[config.mk]
export PLATFORM = sky130hd
export DESIGN_NAME = deque_with_value_removal
export DESIGN_NICKNAME = d
export VERILOG_FILES = /design/src/design/dwvr_pkg.sv /design/src/design/dwvr_front.sv /design/src/design/dwvr_cmdq.sv /design/src/design/dwvr_back.sv /design/src/design/deque_with_value_removal.sv
export SDC_FILE = /design/constraint.sdc
export NUM_CORES = 1
export LEC_CHECK = 0
export BUFFER_PORTS_ARGS = -buffer_cell sky130_fd_sc_hd__buf_2
export CAP_MARGIN = 10
export CORE_ASPECT_RATIO = 1.1
export CORE_UTILIZATION = 40
export DETAILED_ROUTE_END_ITERATION = 7
export PLACE_DENSITY = 0.63
export REMOVE_ABC_BUFFERS = 1
export SLEW_MARGIN = 15
export SYNTH_ARGS = -nofsm -noshare
export SYNTH_HDL_FRONTEND = slang
export SYNTH_HIERARCHICAL = 1
export SYNTH_SLANG_ARGS = --single-unit
[constraint.sdc]
create_clock -name clk -period 7.95 [get_ports clk]
set_input_delay 0.3975 -clock clk [delete_from_list [all_inputs] [get_ports clk]]
set_output_delay 0.3975 -clock clk [all_outputs]
set_load 0.02 [all_outputs]
[src/design/dwvr_pkg.sv]
package dwvr_pkg;

	localparam int CAPACITY = 16;
	localparam int IDX_W = $clog2(CAPACITY);
	localparam int CNT_W = $clog2(CAPACITY + 1);
	localparam int VAL_W = 32;
	localparam int Q_DEPTH = 2;
	localparam int QP_W = $clog2(Q_DEPTH);

	typedef logic [IDX_W-1:0] idx_t;
	typedef logic [CNT_W-1:0] cnt_t;

	localparam logic [3:0] KIND_PUSH_FRONT = 4'd0;
	localparam logic [3:0] KIND_PUSH_BACK = 4'd1;
	localparam logic [3:0] KIND_POP_FRONT = 4'd2;
	localparam logic [3:0] KIND_POP_BACK = 4'd3;
	localparam logic [3:0] KIND_CLEAR = 4'd4;
	localparam logic [3:0] KIND_REMOVE = 4'd5;
	localparam logic [3:0] KIND_READ_ALL = 4'd6;
	localparam logic [3:0] KIND_READ_FIRST = 4'd7;
	localparam logic [3:0] KIND_READ_LAST = 4'd8;

	localparam logic [1:0] ST_OK = 2'd0;
	localparam logic [1:0] ST_EMPTY = 2'd1;
	localparam logic [1:0] ST_FULL = 2'd2;

	typedef enum logic [3:0] {
		OP_PUSH_FRONT,
		OP_PUSH_BACK,
		OP_POP_FRONT,
		OP_POP_BACK,
		OP_CLEAR,
		OP_REMOVE,
		OP_READ_ALL,
		OP_READ_FIRST,
		OP_READ_LAST,
		OP_NOP
	} op_e;

	typedef enum logic [1:0] {
		BK_IDLE,
		BK_REMOVE,
		BK_REMOVE_DONE,
		BK_READ
	} bk_state_e;

	typedef struct packed {
		logic [3:0] kind;
		logic signed [VAL_W-1:0] operand;
	} cmd_t;

	typedef struct packed {
		logic signed [VAL_W-1:0] item_value;
		logic has_item;
		logic [1:0] status;
		logic last;
	} res_t;

	typedef struct packed {
		op_e op;
		logic [VAL_W-1:0] value;
		logic cnt_sat;
		cnt_t cnt;
	} work_t;

	function automatic idx_t ring_add(input idx_t base, input cnt_t off);
		logic [CNT_W:0] sum;
		sum = (CNT_W + 1)'(base) + (CNT_W + 1)'(off);
		if (sum >= (CNT_W + 1)'(CAPACITY)) begin
			sum = sum - (CNT_W + 1)'(CAPACITY);
		end
		return sum[IDX_W-1:0];
	endfunction

	function automatic idx_t ring_dec(input idx_t base);
		idx_t r;
		if (base == '0) begin
			r = IDX_W'(CAPACITY - 1);
		end else begin
			r = base - IDX_W'(1);
		end
		return r;
	endfunction

endpackage

[src/design/dwvr_front.sv]
module dwvr_front (
	input  logic clk,
	input  logic arst_n,
	input  logic cmd_valid,
	output logic cmd_stall,
	input  dwvr_pkg::cmd_t cmd,
	output logic work_valid,
	input  logic work_ready,
	output dwvr_pkg::work_t work
);
	import dwvr_pkg::*;

	logic valid_s1;
	work_t work_s1;
	work_t decoded;
	logic neg;
	logic big;

	assign cmd_stall = valid_s1 && !work_ready;
	assign work_valid = valid_s1;
	assign work = work_s1;

	always_comb begin
		neg = cmd.operand[VAL_W-1];
		big = !neg && ($unsigned(cmd.operand) > VAL_W'(CAPACITY));
		decoded.value = cmd.operand;
		decoded.cnt_sat = big;
		decoded.cnt = (neg || big) ? '0 : cmd.operand[CNT_W-1:0];
		unique case (cmd.kind)
			KIND_PUSH_FRONT: decoded.op = OP_PUSH_FRONT;
			KIND_PUSH_BACK:  decoded.op = OP_PUSH_BACK;
			KIND_POP_FRONT:  decoded.op = OP_POP_FRONT;
			KIND_POP_BACK:   decoded.op = OP_POP_BACK;
			KIND_CLEAR:      decoded.op = OP_CLEAR;
			KIND_REMOVE:     decoded.op = OP_REMOVE;
			KIND_READ_ALL:   decoded.op = OP_READ_ALL;
			KIND_READ_FIRST: decoded.op = OP_READ_FIRST;
			KIND_READ_LAST:  decoded.op = OP_READ_LAST;
			default:         decoded.op = OP_NOP;
		endcase
	end

	always_ff @(posedge clk or negedge arst_n) begin
		if (!arst_n) begin
			valid_s1 <= 1'b0;
		end else if (!cmd_stall) begin
			valid_s1 <= cmd_valid;
		end
	end

	always_ff @(posedge clk) begin
		if (cmd_valid && !cmd_stall) begin
			work_s1 <= decoded;
		end
	end

endmodule

[src/design/dwvr_cmdq.sv]
module dwvr_cmdq (
	input  logic clk,
	input  logic arst_n,
	input  logic push_valid,
	output logic push_ready,
	input  dwvr_pkg::work_t push_data,
	output logic pop_valid,
	input  logic pop,
	output dwvr_pkg::work_t pop_data
);
	import dwvr_pkg::*;

	work_t slots_q [Q_DEPTH];
	logic [QP_W-1:0] wr_ptr_q;
	logic [QP_W-1:0] rd_ptr_q;
	logic [QP_W:0] fill_q;
	logic do_push;
	logic do_pop;

	assign push_ready = fill_q != (QP_W + 1)'(Q_DEPTH);
	assign pop_valid = fill_q != '0;
	assign pop_data = slots_q[rd_ptr_q];
	assign do_push = push_valid && push_ready;
	assign do_pop = pop && pop_valid;

	always_ff @(posedge clk or negedge arst_n) begin
		if (!arst_n) begin
			wr_ptr_q <= '0;
			rd_ptr_q <= '0;
			fill_q <= '0;
		end else begin
			if (do_push) begin
				wr_ptr_q <= wr_ptr_q + QP_W'(1);
			end
			if (do_pop) begin
				rd_ptr_q <= rd_ptr_q + QP_W'(1);
			end
			if (do_push && !do_pop) begin
				fill_q <= fill_q + (QP_W + 1)'(1);
			end else if (do_pop && !do_push) begin
				fill_q <= fill_q - (QP_W + 1)'(1);
			end
		end
	end

	always_ff @(posedge clk) begin
		if (do_push) begin
			slots_q[wr_ptr_q] <= push_data;
		end
	end

endmodule

[src/design/dwvr_back.sv]
module dwvr_back (
	input  logic clk,
	input  logic arst_n,
	input  logic work_valid,
	output logic work_pop,
	input  dwvr_pkg::work_t work,
	output logic res_valid,
	input  logic res_stall,
	output dwvr_pkg::res_t res
);
	import dwvr_pkg::*;

	logic [VAL_W-1:0] mem_q [CAPACITY];
	idx_t front_q, front_d;
	cnt_t count_q, count_d;
	bk_state_e state_q, state_d;
	cnt_t i_q, i_d;
	cnt_t kept_q, kept_d;
	cnt_t n_q, n_d;
	idx_t base_q, base_d;
	logic [VAL_W-1:0] val_q, val_d;
	logic [VAL_W-1:0] rd_data_q;
	logic res_valid_q;
	res_t res_q;

	logic out_free;
	logic emit;
	res_t res_d;
	logic mem_we;
	idx_t mem_wa;
	logic [VAL_W-1:0] mem_wd;
	idx_t rd_idx;
	cnt_t n_req;
	logic full;
	logic empty;

	assign out_free = !res_valid_q || !res_stall;
	assign res_valid = res_valid_q;
	assign res = res_q;
	assign full = count_q == CNT_W'(CAPACITY);
	assign empty = count_q == '0;
	assign rd_idx = (state_d == BK_READ) ? ring_add(base_d, i_d) : ring_add(front_d, i_d);

	always_comb begin
		if (work.op == OP_READ_ALL || work.cnt_sat || work.cnt > count_q) begin
			n_req = count_q;
		end else begin
			n_req = work.cnt;
		end
	end

	always_comb begin
		state_d = state_q;
		front_d = front_q;
		count_d = count_q;
		i_d = i_q;
		kept_d = kept_q;
		n_d = n_q;
		base_d = base_q;
		val_d = val_q;
		work_pop = 1'b0;
		emit = 1'b0;
		res_d.item_value = '0;
		res_d.has_item = 1'b0;
		res_d.status = ST_OK;
		res_d.last = 1'b1;
		mem_we = 1'b0;
		mem_wa = '0;
		mem_wd = work.value;
		unique case (state_q)
			BK_IDLE: begin
				if (work_valid && out_free) begin
					work_pop = 1'b1;
					case (work.op) inside
						OP_PUSH_FRONT, OP_PUSH_BACK: begin
							emit = 1'b1;
							if (full) begin
								res_d.status = ST_FULL;
							end else begin
								mem_we = 1'b1;
								count_d = count_q + CNT_W'(1);
								if (work.op == OP_PUSH_FRONT) begin
									mem_wa = ring_dec(front_q);
									front_d = ring_dec(front_q);
								end else begin
									mem_wa = ring_add(front_q, count_q);
								end
							end
						end
						OP_POP_FRONT, OP_POP_BACK: begin
							emit = 1'b1;
							if (empty) begin
								res_d.status = ST_EMPTY;
							end else begin
								count_d = count_q - CNT_W'(1);
								if (work.op == OP_POP_FRONT) begin
									front_d = ring_add(front_q, CNT_W'(1));
								end
							end
						end
						OP_CLEAR: begin
							emit = 1'b1;
							count_d = '0;
						end
						OP_REMOVE: begin
							if (empty) begin
								emit = 1'b1;
								res_d.status = ST_EMPTY;
							end else begin
								state_d = BK_REMOVE;
								i_d = '0;
								kept_d = '0;
								val_d = work.value;
							end
						end
						OP_READ_ALL, OP_READ_FIRST, OP_READ_LAST: begin
							if (empty) begin
								emit = 1'b1;
								res_d.status = ST_EMPTY;
							end else if (n_req == '0) begin
								emit = 1'b1;
							end else begin
								state_d = BK_READ;
								i_d = '0;
								n_d = n_req;
								if (work.op == OP_READ_LAST) begin
									base_d = ring_add(front_q, count_q - n_req);
								end else begin
									base_d = front_q;
								end
							end
						end
						default: begin
							emit = 1'b1;
						end
					endcase
				end
			end
			BK_REMOVE: begin
				kept_d = kept_q;
				if (rd_data_q != val_q) begin
					mem_we = 1'b1;
					mem_wa = ring_add(front_q, kept_q);
					mem_wd = rd_data_q;
					kept_d = kept_q + CNT_W'(1);
				end
				i_d = i_q + CNT_W'(1);
				if (i_q == count_q - CNT_W'(1)) begin
					count_d = kept_d;
					state_d = BK_REMOVE_DONE;
				end
			end
			BK_REMOVE_DONE: begin
				if (out_free) begin
					emit = 1'b1;
					state_d = BK_IDLE;
				end
			end
			BK_READ: begin
				if (out_free) begin
					emit = 1'b1;
					res_d.item_value = rd_data_q;
					res_d.has_item = 1'b1;
					res_d.last = i_q == n_q - CNT_W'(1);
					i_d = i_q + CNT_W'(1);
					if (res_d.last) begin
						state_d = BK_IDLE;
					end
				end
			end
			default: begin
				state_d = BK_IDLE;
			end
		endcase
	end

	always_ff @(posedge clk or negedge arst_n) begin
		if (!arst_n) begin
			state_q <= BK_IDLE;
			front_q <= '0;
			count_q <= '0;
			res_valid_q <= 1'b0;
		end else begin
			state_q <= state_d;
			front_q <= front_d;
			count_q <= count_d;
			if (out_free) begin
				res_valid_q <= emit;
			end
		end
	end

	always_ff @(posedge clk) begin
		i_q <= i_d;
		kept_q <= kept_d;
		n_q <= n_d;
		base_q <= base_d;
		val_q <= val_d;
		if (emit) begin
			res_q <= res_d;
		end
		if (mem_we) begin
			mem_q[mem_wa] <= mem_wd;
		end
		rd_data_q <= mem_q[rd_idx];
	end

endmodule

[src/design/deque_with_value_removal.sv]
// Push, pop, clear and ignored commands pass the front register and queue to a registered result.
// The first result of a read-out comes from a registered store read and is itself registered.
// Push, pop, clear and ignored commands sustain one transaction per cycle while res_stall is low.
// A read-out gives one result per cycle while res_stall is low, via the single store read port.
// Value removal walks the stored entries and keeps only those unequal to the value.
// Reset clears the front index, the entry count and all handshake state; the store is not cleared.
module deque_with_value_removal (
	input  logic clk,
	input  logic arst_n,
	input  logic cmd_valid,
	output logic cmd_stall,
	input  dwvr_pkg::cmd_t cmd,
	output logic res_valid,
	input  logic res_stall,
	output dwvr_pkg::res_t res
);
	import dwvr_pkg::*;

	logic fw_valid;
	logic fw_ready;
	work_t fw_work;
	logic bk_valid;
	logic bk_pop;
	work_t bk_work;

	dwvr_front u_front (
		.clk(clk),
		.arst_n(arst_n),
		.cmd_valid(cmd_valid),
		.cmd_stall(cmd_stall),
		.cmd(cmd),
		.work_valid(fw_valid),
		.work_ready(fw_ready),
		.work(fw_work)
	);

	dwvr_cmdq u_cmdq (
		.clk(clk),
		.arst_n(arst_n),
		.push_valid(fw_valid),
		.push_ready(fw_ready),
		.push_data(fw_work),
		.pop_valid(bk_valid),
		.pop(bk_pop),
		.pop_data(bk_work)
	);

	dwvr_back u_back (
		.clk(clk),
		.arst_n(arst_n),
		.work_valid(bk_valid),
		.work_pop(bk_pop),
		.work(bk_work),
		.res_valid(res_valid),
		.res_stall(res_stall),
		.res(res)
	);

endmodule
# Word level (Yosys, flattened, before mapping)
# Memory sizes are Yosys's and may differ from the RTL's. A register that Yosys moved wholly into a read port is not among the register bits.
# Index checks and enable logic that the tools add are counted.
[word_totals]
mem_bits_rw = 596
romBits = 64
mem_count = 3
register_bits = 142
inputBits = 40
[memory_table]
columns = ["memory", "words", "word_bits", "read_ports", "rd_clocked_by_memory_dff", "wr", "line", "text"]
rows = [
  ["u_back.mem_q", 16, 32, 1, 1, 1, "dwvr_back.sv:13", "logic [VAL_W-1:0] mem_q [CAPACITY];"],
  ["u_cmdq.slots_q", 2, 42, 1, 0, 1, "dwvr_cmdq.sv:13", "work_t slots_q [Q_DEPTH];"],
  ["(no name shown)", 16, 4, 1, 1, 0, "dwvr_front.sv:29", "unique case (cmd.kind)"],
]
[op_classes]
muxes = 108
n_addsub = 23
bitwise_logic = 6
order_cmp = 8
eq_ne = 27
n_reduce_logical = 37
[op_table]
columns = ["op", "count"]
rows = [
  ["5-bit two-way mux", 25],
  ["4-bit two-way mux", 31],
  ["32-bit two-way mux", 2],
  ["2-bit two-way mux", 17],
  ["32-bit by 5-bit > comparator with 1-bit output (second input constant)", 1],
  ["32-bit != test", 1],
  ["4-bit by 5-bit adder with 6-bit output", 5],
  ["6-bit by 5-bit >= comparator with 1-bit output (second input constant)", 5],
  ["4-bit by 1-bit subtractor with 4-bit output (second input constant)", 7],
  ["1-bit two-way mux", 26],
  ["5-bit case mux with 2 select lines", 2],
  ["4-bit by 3-bit equality test with 1-bit output (second input constant)", 4],
  ["5-bit by 1-bit adder with 5-bit output (second input constant)", 3],
  ["5-bit case mux with 3 select lines", 1],
  ["7-bit AND reduction", 2],
  ["5-bit equality test", 2],
  ["5-bit zero test", 2],
  ["2-bit != test (second input constant)", 5],
  ["5-bit by 1-bit subtractor with 5-bit output (second input constant)", 2],
  ["9-bit AND reduction", 1],
  ["4-bit by 2-bit equality test with 1-bit output (second input constant)", 2],
  ["1-bit logical AND", 8],
  ["4-bit zero test", 2],
  ["2-bit case mux with 4 select lines", 1],
  ["other kinds (27)", 52],
]

# Depth between registers and ports, before layout
# Gate-level depths: netlist of the first run.
# An unclocked memory read counts as a cell.
[logic_depth]
depth_word = 23
ltp_mapped = 29
ltp_nobuf = 26

# Modules after synthesis
# The synthesis of the first run kept the hierarchy.
[by_module_without_submodules]
columns = ["mod", "n_inst", "cells_each", "area_each_um2"]
rows = [
  ["dwvr_back", 1, 1470, 26377.8],
  ["dwvr_cmdq", 1, 149, 3427.0],
  ["dwvr_front", 1, 67, 1450.1],
]

# Worst setup path before layout of the first run
# Ideal clock, no wire load.
[synth_path]
path_type = "reg2reg"
start = "register u_cmdq.rd_ptr_q"
end = "register u_back.rd_data_q[1], read port of u_back.mem_q"
t_required_ns = 7.878
setup_ns = 0.072
synth_period_minus_slack_ns = 6.039
stages_incl_launch_ff = 28
path_buffers = 3
slack_ns = 1.911
arrival_time_ns = 5.967
path_cell_list = "dfrtp_1 buf_6 buf_12 mux2_4 ha_1 nand4_1 or2_2 a211oi_4 nand2_1 o21ai_0 ha_1 inv_1 fa_1 inv_1 fa_1 o21ai_0 mux2_2 mux2_2 ha_1 a21o_1 a21o_1 mux2_2 o32ai_1 a21oi_1 o311ai_2 xor2_4 buf_6 mux2i_1"
[synth_lines]
columns = ["element", "line", "text"]
rows = [
  ["start, declared", "dwvr_cmdq.sv:15", "logic [QP_W-1:0] rd_ptr_q;"],
  ["start signal, assigned", "dwvr_cmdq.sv:36", "rd_ptr_q <= rd_ptr_q + QP_W'(1);"],
  ["end, declared", "dwvr_back.sv:22", "logic [VAL_W-1:0] rd_data_q;"],
]

==> flow_metrics.py, run 1 <==
metrics = {
    "routing": {
        "met3_length_um": 4880,
        "wirelength_um": 73500,
        "vias": 15900,
        "route.met2.wl_um": 34900,
        "ant_nets": 0,
        "m1WireLength_um": 31600,
        "drt_iter0_markers": 1550,
        "wire_per_inst_um": 25.1,
        "via_per_inst": 5.44,
        "detail_route.first_pass.iterations": 5,
        "route.detailed.drc": 0,
        "top_layer_used": "met4",
    },
    "final_layout": {
        "diodes": 0,
        "syn_to_final_growth_pct": 15.2,
        "fillers": 6628,
        "final_area_um2": 36000,
        "drive_above_1_share_pct": 23.6,
        "utilization_pct": 46.5,
        "nets": 1902,
    },
    "synthesis": {
        "synth_cells": 1686,
        "synth_cell_types": 76,
        "synthArstFlopShare_pct": 2.20,
        "postSynthAreaPerCell_um2": 18.5,
        "yosysTopAreaCell": "edfxtp_1",
        "syn_area_um2": 31300,
        "synthTopCellsByArea": "edfxtp_1 (69%), mux4_2 (9.2%), mux2i_1 (3.3%)",
        "synth_top_area_share_pct": 68.9,
        "ys.flop_type": "edfxtp_1",
        "yosysMostFrequentCell": "edfxtp_1",
        "synth-edff-count": 717,
        "yosys_warnings": 6,
        "ys_seq_area_share_pct": 72.8,
        "ys_ff_latch": 774,
        "netlist_top_cells_count": "edfxtp_1 (717), nand2_1 (134), mux4_2 (128)",
    },
    "worst_setup_path": {
        "crit_fanout": 35,
        "rr_worst_depth": 20,
        "r2r_start": "u_cmdq/rd_ptr_q",
        "worstPathArrival_ns": 7.37,
        "cpPeakStageDelay_ns": 1.27,
        "crit_chain": "mux2_4 > ha_1 > nand4_1 > or2_2 > a211oi_4 > nand2_1 > o21ai_0 > ha_1 > inv_1 > fa_1 > inv_1 > fa_1 > o21ai_0 > mux2_2 > mux2_2 > fa_4 > buf_12 > mux4_2 > mux2i_1 > mux2i_1",
        "end_kind": "flop",
        "rr_endpoint": "u_back/rd_data_q[31]",
        "critPathRequiredTime_ns": 8.46,
        "crit_slowest_cell": "fa_4",
        "worst_setup_path_start_kind": "flop",
        "reg2reg_setup_slack_ns": 1.09,
        "crit_type": "flop to flop",
    },
    "floorplan": {
        "core_um2": 77400,
        "die_w_um": 269,
        "die_y_um": 295,
        "ios": 78,
        "initial_utilization_pct": 40.4,
        "die-area_um2": 79300,
        "rows": 107,
    },
    "grt": {
        "grt_start_max_net_pins": 65,
        "grt_antenna_before_repair": 2,
        "grt.total_usage_pct": 18.9,
        "grt_pass1_wl_um": 107000,
        "grt_pass1_vias": 16300,
        "grt_overflow": 0,
    },
    "cts": {
        "clock-sinks": 774,
        "postCtsSetupBuffers": 0,
        "clock_latency_ns": 0.65,
        "cts_htree_levels": 3,
        "cts_tree": "yes",
        "cts_inserted_buffers": 78,
        "clk_pin_slew_ns": 0.06,
        "clock-root-buffer": "clkbuf_16",
        "cts_resized": 0,
        "cts_buffer_depth": 3,
    },
    "worst_hold_path": {
        "hp-class": "primary input to flop",
        "hp-start": "cmd[5]",
        "holdPathEnd": "u_front/work[11]",
        "hold-path-cell-count": 1,
    },
    "timing": {
        "hold-worst-slack_ns": 0.0415,
        "tightest_slew_ns": 1.20,
        "period_minus_slack_ns": 6.86,
        "setup_viol": 0,
        "hold_viol": 0,
        "setup_ws_ns": 1.09,
        "relSlewSlack_pct": 19.2,
        "fin_crit_sh_pct": 86.3,
        "final.setup_skew_ns": 0.0588,
        "rsz0062_at_grt": "false",
        "max_freq_ghz": 0.146,
        "maxSlewViolCount": 0,
    },
    "placed_design": {
        "dp_hpwl_um": 43100,
        "place_ws_ns": 1.11,
        "io_buffers": 77,
        "gp_congestion": 0.833,
        "dpl_cell_area_um2": 33100,
    },
    "outcome": {
        "status": "finished, final reports clean",
    },
    "job": {
        "maxCapViolations": 0,
    },
}
-- worst max-delay path: cells and delay by family, from the launching register on --
family / cells / cell delay, ns
AND/OR/NAND/NOR: 3 / 0.58
multiplexers: 6 / 1.55
adder cells (fa/ha/maj): 5 / 2.83
buffers and inverters: 3 / 0.42
flip-flops: 1 / 0.54
AO/OA/AOI/OAI: 3 / 0.71
-- cell families (layout without fill, tap and decap cells) --
logic type	count (synthesis)	in the layout	share of synthesized area, %
xor gates and xnor gates	72	72	2.08
buffers and inverters	105	311	1.60
muxes	279	279	14.7
AOI/OAI and AO/OA	109	109	2.41
DFF	774	774	72.8
and+or+nand+nor	313	313	4.90
adders and majority gates	34	34	1.48
-- layout make-up --
| type | instances | area, µm² | share of cell area [%] |
|---|---|---|---|
| sequential | 774 | 22800 | 63.2 |
| multi-input combinational | 807 | 8200 | 22.8 |
| clock buffer | 102 | 2110 | 5.87 |
| tap | 1035 | 1290 | 3.60 |
| timing repair buffer | 138 | 996 | 2.77 |
| clock inverter | 42 | 531 | 1.47 |
| inverter | 29 | 109 | 0.302 |
-- registers in the layout, indices dropped and copies added, names as in the netlist, 2 cells and up, named ones only --
name / cells
u_back/base_q: 4
u_back/count_q: 5
u_back/front_q: 4
u_back/i_q: 4
u_back/kept_q: 5
u_back/mem_q: 512
u_back/n_q: 5
u_back/rd_data_q: 32
u_back/res: 36
u_back/state_q: 2
u_back/val_q: 32
u_cmdq/fill_q: 2
u_cmdq/slots_q: 84
u_front/work: 42
-- cells in the final DEF (no fill, tap or decap), types with 7 or more instances in the layout --
cell type	instances
nand2b_1	9
buf_12	7
mux2_2	10
mux4_2	128
clkinv_1	11
ha_1	28
nor4_1	16
clkbuf_1	18
nand2_1	133
dlygate4sd3_1	26
buf_2	77
o21ai_0	25
clkbuf_16	79
nand4_1	7
mux2_4	39
and4_1	7
a21o_1	8
mux2i_1	102
xnor2_1	22
inv_1	28
nor2_4	19
xor2_1	48
bufinv_16	9
buf_4	28
edfxtp_1	717
nor2_1	35
nand3_1	9
and3_1	34
a21oi_1	25
dfxtp_1	40
dfrtp_1	16
clkinv_2	14
-- metal layers --
| metal | GRT usage (%) | vias to the layer above |
|---|---|---|
| met2 | 30.4 | 580 |
| li1 | - | 6950 |
| met5 | 0 | - |
| met3 | 3.04 | 106 |
| met4 | 6.62 | 0 |
| met1 | 26.0 | 8286 |
-- how the worst max path moves through the flow --
stage	startpoint	end	slack (ns)	cells past startpoint
after floorplan	u_cmdq/rd_ptr_q	u_back/rd_data_q[0]	-2.58	19
after global placement	u_cmdq/rd_ptr_q	u_back/rd_data_q[25]	1.20	15
after detailed placement	u_cmdq/rd_ptr_q	u_back/rd_data_q[31]	1.11	20
after CTS	u_cmdq/rd_ptr_q	u_back/rd_data_q[31]	1.12	20
after global routing	u_cmdq/rd_ptr_q	u_back/rd_data_q[15]	0.79	26
final	u_cmdq/rd_ptr_q	u_back/rd_data_q[31]	1.09	20
-- metrics by stage --
step | setup TNS [ns] | cells
final | 0 | 2927
after global routing | 0 | 2927
after CTS | 0 | 2927
after detailed placement | 0 | 2757
after global placement | 0 | 2757
after floorplan | -82.53 | 1610
-- timing repair --
item	4_1_cts	5_1_grt
hold endpoints to repair	42	0
setup endpoints to repair	0	0
hold buffers	26	0
Power of run 1 is not shown: default switching activity piles up to over one toggle a cycle in this logic, so the estimate is an artifact.
==> run 2: changes to the inputs <==
--- a/config.mk
+++ b/config.mk
@@ -9,7 +9,9 @@
 export CAP_MARGIN = 10
 export CORE_ASPECT_RATIO = 1.1
 export CORE_UTILIZATION = 40
+export CTS_BUF_LIST = sky130_fd_sc_hd__clkbuf_16
 export DETAILED_ROUTE_END_ITERATION = 7
+export MAX_ROUTING_LAYER = met4
 export PLACE_DENSITY = 0.63
 export REMOVE_ABC_BUFFERS = 1
 export SLEW_MARGIN = 15
==> run 2 against run 1 <==
Effect of this change: design area fell by 0.14%; via count is 0.40% higher; non-clock buffer count unchanged.
==> flow_metrics.py, run 2 (synthesis results as in run 1) <==
metrics = {
    "final_layout": {
        "layout_commonest_cell": "edfxtp_1",
        "fin_cells": 2927,
        "diodes": 0,
        "nets": 1902,
        "largest_register_ff_count": 512,
        "largest_register": "u_back/mem_q",
        "drive_above_1_share_pct": 23.4,
        "syn_to_final_growth_pct": 15.0,
        "mostFrequentLayoutCells": "edfxtp_1 (717), nand2_1 (133), mux4_2 (128)",
    },
    "floorplan": {
        "core_um2": 77400,
        "die_y_um": 295,
        "ios": 78,
        "die_w_um": 269,
        "initial_utilization_pct": 40.4,
        "die-area_um2": 79300,
        "rows": 107,
    },
    "worst_hold_path": {
        "hp-start": "cmd[5]",
        "hp-class": "primary input to flop",
    },
    "placed_design": {
        "place_inst": 2757,
        "dp_hpwl_um": 43100,
        "io_buffers": 77,
        "gp_congestion": 0.845,
    },
    "routing": {
        "wire_per_inst_um": 25.1,
        "vias": 16000,
        "detail_route.first_pass.iterations": 7,
        "wirelength_um": 73500,
        "drt_iter0_markers": 1506,
        "route.detailed.drc": 0,
        "via_per_inst": 5.46,
        "ant_nets": 0,
    },
    "worst_setup_path": {
        "reg2reg_setup_slack_ns": 1.07,
        "crit_start": "u_cmdq/rd_ptr_q",
        "crit_type": "flop to flop",
        "worst_setup_path_start_kind": "flop",
        "crit_chain": "mux2_4 > ha_1 > nand4_1 > or2_2 > a211oi_4 > nand2_1 > o21ai_0 > ha_1 > inv_1 > fa_1 > inv_1 > fa_1 > o21ai_0 > mux2_2 > mux2_2 > fa_4 > buf_12 > mux4_2 > mux2i_1 > mux2i_1",
        "critPathRequiredTime_ns": 8.46,
        "r2r_start": "u_cmdq/rd_ptr_q",
        "crit_fanout": 35,
        "end_kind": "flop",
        "worstPathArrival_ns": 7.39,
        "cpPeakStageDelay_ns": 1.28,
        "crit_slowest_cell": "fa_4",
    },
    "grt": {
        "grt_start_max_net_pins": 65,
        "grt_pass1_vias": 16300,
        "grt_antenna_before_repair": 1,
        "grt_overflow": 0,
        "grt_pass1_wl_um": 107000,
        "grt.total_usage_pct": 19.5,
    },
    "cts": {
        "cts_tree": "yes",
        "clock-root-buffer": "clkbuf_16",
        "cts_inserted_buffers": 78,
        "clock_latency_ns": 0.65,
        "cts_buffer_depth": 3,
        "cts_htree_levels": 3,
        "clk_pin_slew_ns": 0.06,
        "hold_buffers": 26,
        "postCtsSetupBuffers": 0,
        "clock-sinks": 774,
        "cts_resized": 0,
    },
    "timing": {
        "maxSlewViolCount": 0,
        "relSlewSlack_pct": 18.6,
        "final.setup_skew_ns": 0.0604,
        "hold_viol": 0,
        "period_minus_slack_ns": 6.88,
        "rsz0062_at_grt": "false",
        "hold-worst-slack_ns": 0.0406,
        "max_freq_ghz": 0.145,
        "tightest_slew_ns": 1.21,
        "fin_crit_sh_pct": 86.6,
        "setup_viol": 0,
        "fin_tns_setup_ns": 0,
    },
    "job": {
        "maxCapViolations": 0,
    },
    "outcome": {
        "status": "finished, final reports clean",
    },
}
[run 2: cell count changes in the layout (fill, tap and decap cells not counted), sizes merged]
cell and delta:
clkbuf -23, clkinv +5, inv +18
[run 2: critical path, delay by kind of cell (launching register included)]
| kind | cells | cell delay [ns] |
|---|---|---|
| adder cells (fa/ha/maj) | 5 | 2.85 |
| multiplexers | 6 | 1.56 |
| AO/OA/AOI/OAI | 3 | 0.72 |
| AND/OR/NAND/NOR | 3 | 0.58 |
| flip-flops | 1 | 0.55 |
| buffers and inverters | 3 | 0.42 |
[run 2: metal layers]
| metal | vias up | GRT usage, % | share of wire, % |
|---|---|---|---|
| li1 | 6958 | - | - |
| met1 | 8341 | 25.9 | 43 |
| met2 | 582 | 30.5 | 48 |
| met3 | 105 | 3.17 | 6.9 |
| met4 | 0 | 6.29 | 2.7 |
| met5 | - | - | 0 |
[run 2: area by class of cell]
class	instances	area, µm²
Clock buffer	79	1980
Multi-Input combinational cell	807	8200
Fill cell	6635	41400
Clock inverter	65	617
Tap cell	1035	1290
Inverter	29	109
Timing Repair Buffer	138	996
Sequential cell	774	22800
[run 2: metrics by stage]
stage	setup slack, ns	util [%]	area [µm²]
floorplan	-2.58	-	30900
global placement	1.20	42.8	33100
detailed placement	1.11	42.8	33100
CTS	1.12	46.5	35900
global route	0.794	46.5	35900
finish	1.07	46.5	35900
[run 2: worst paths after layout]
check / cells after the start / to
min: 1 / u_front/work[11]
max in group asynchronous: 2 / u_cmdq/rd_ptr_q
min reg2reg: 0 / u_cmdq/slots_q[1][39]
min in group asynchronous: 2 / u_back/res_valid
max reg2reg: 20 / u_back/rd_data_q[31]
max: 20 / u_back/rd_data_q[31]
Power of run 2 is left out for the same reason.
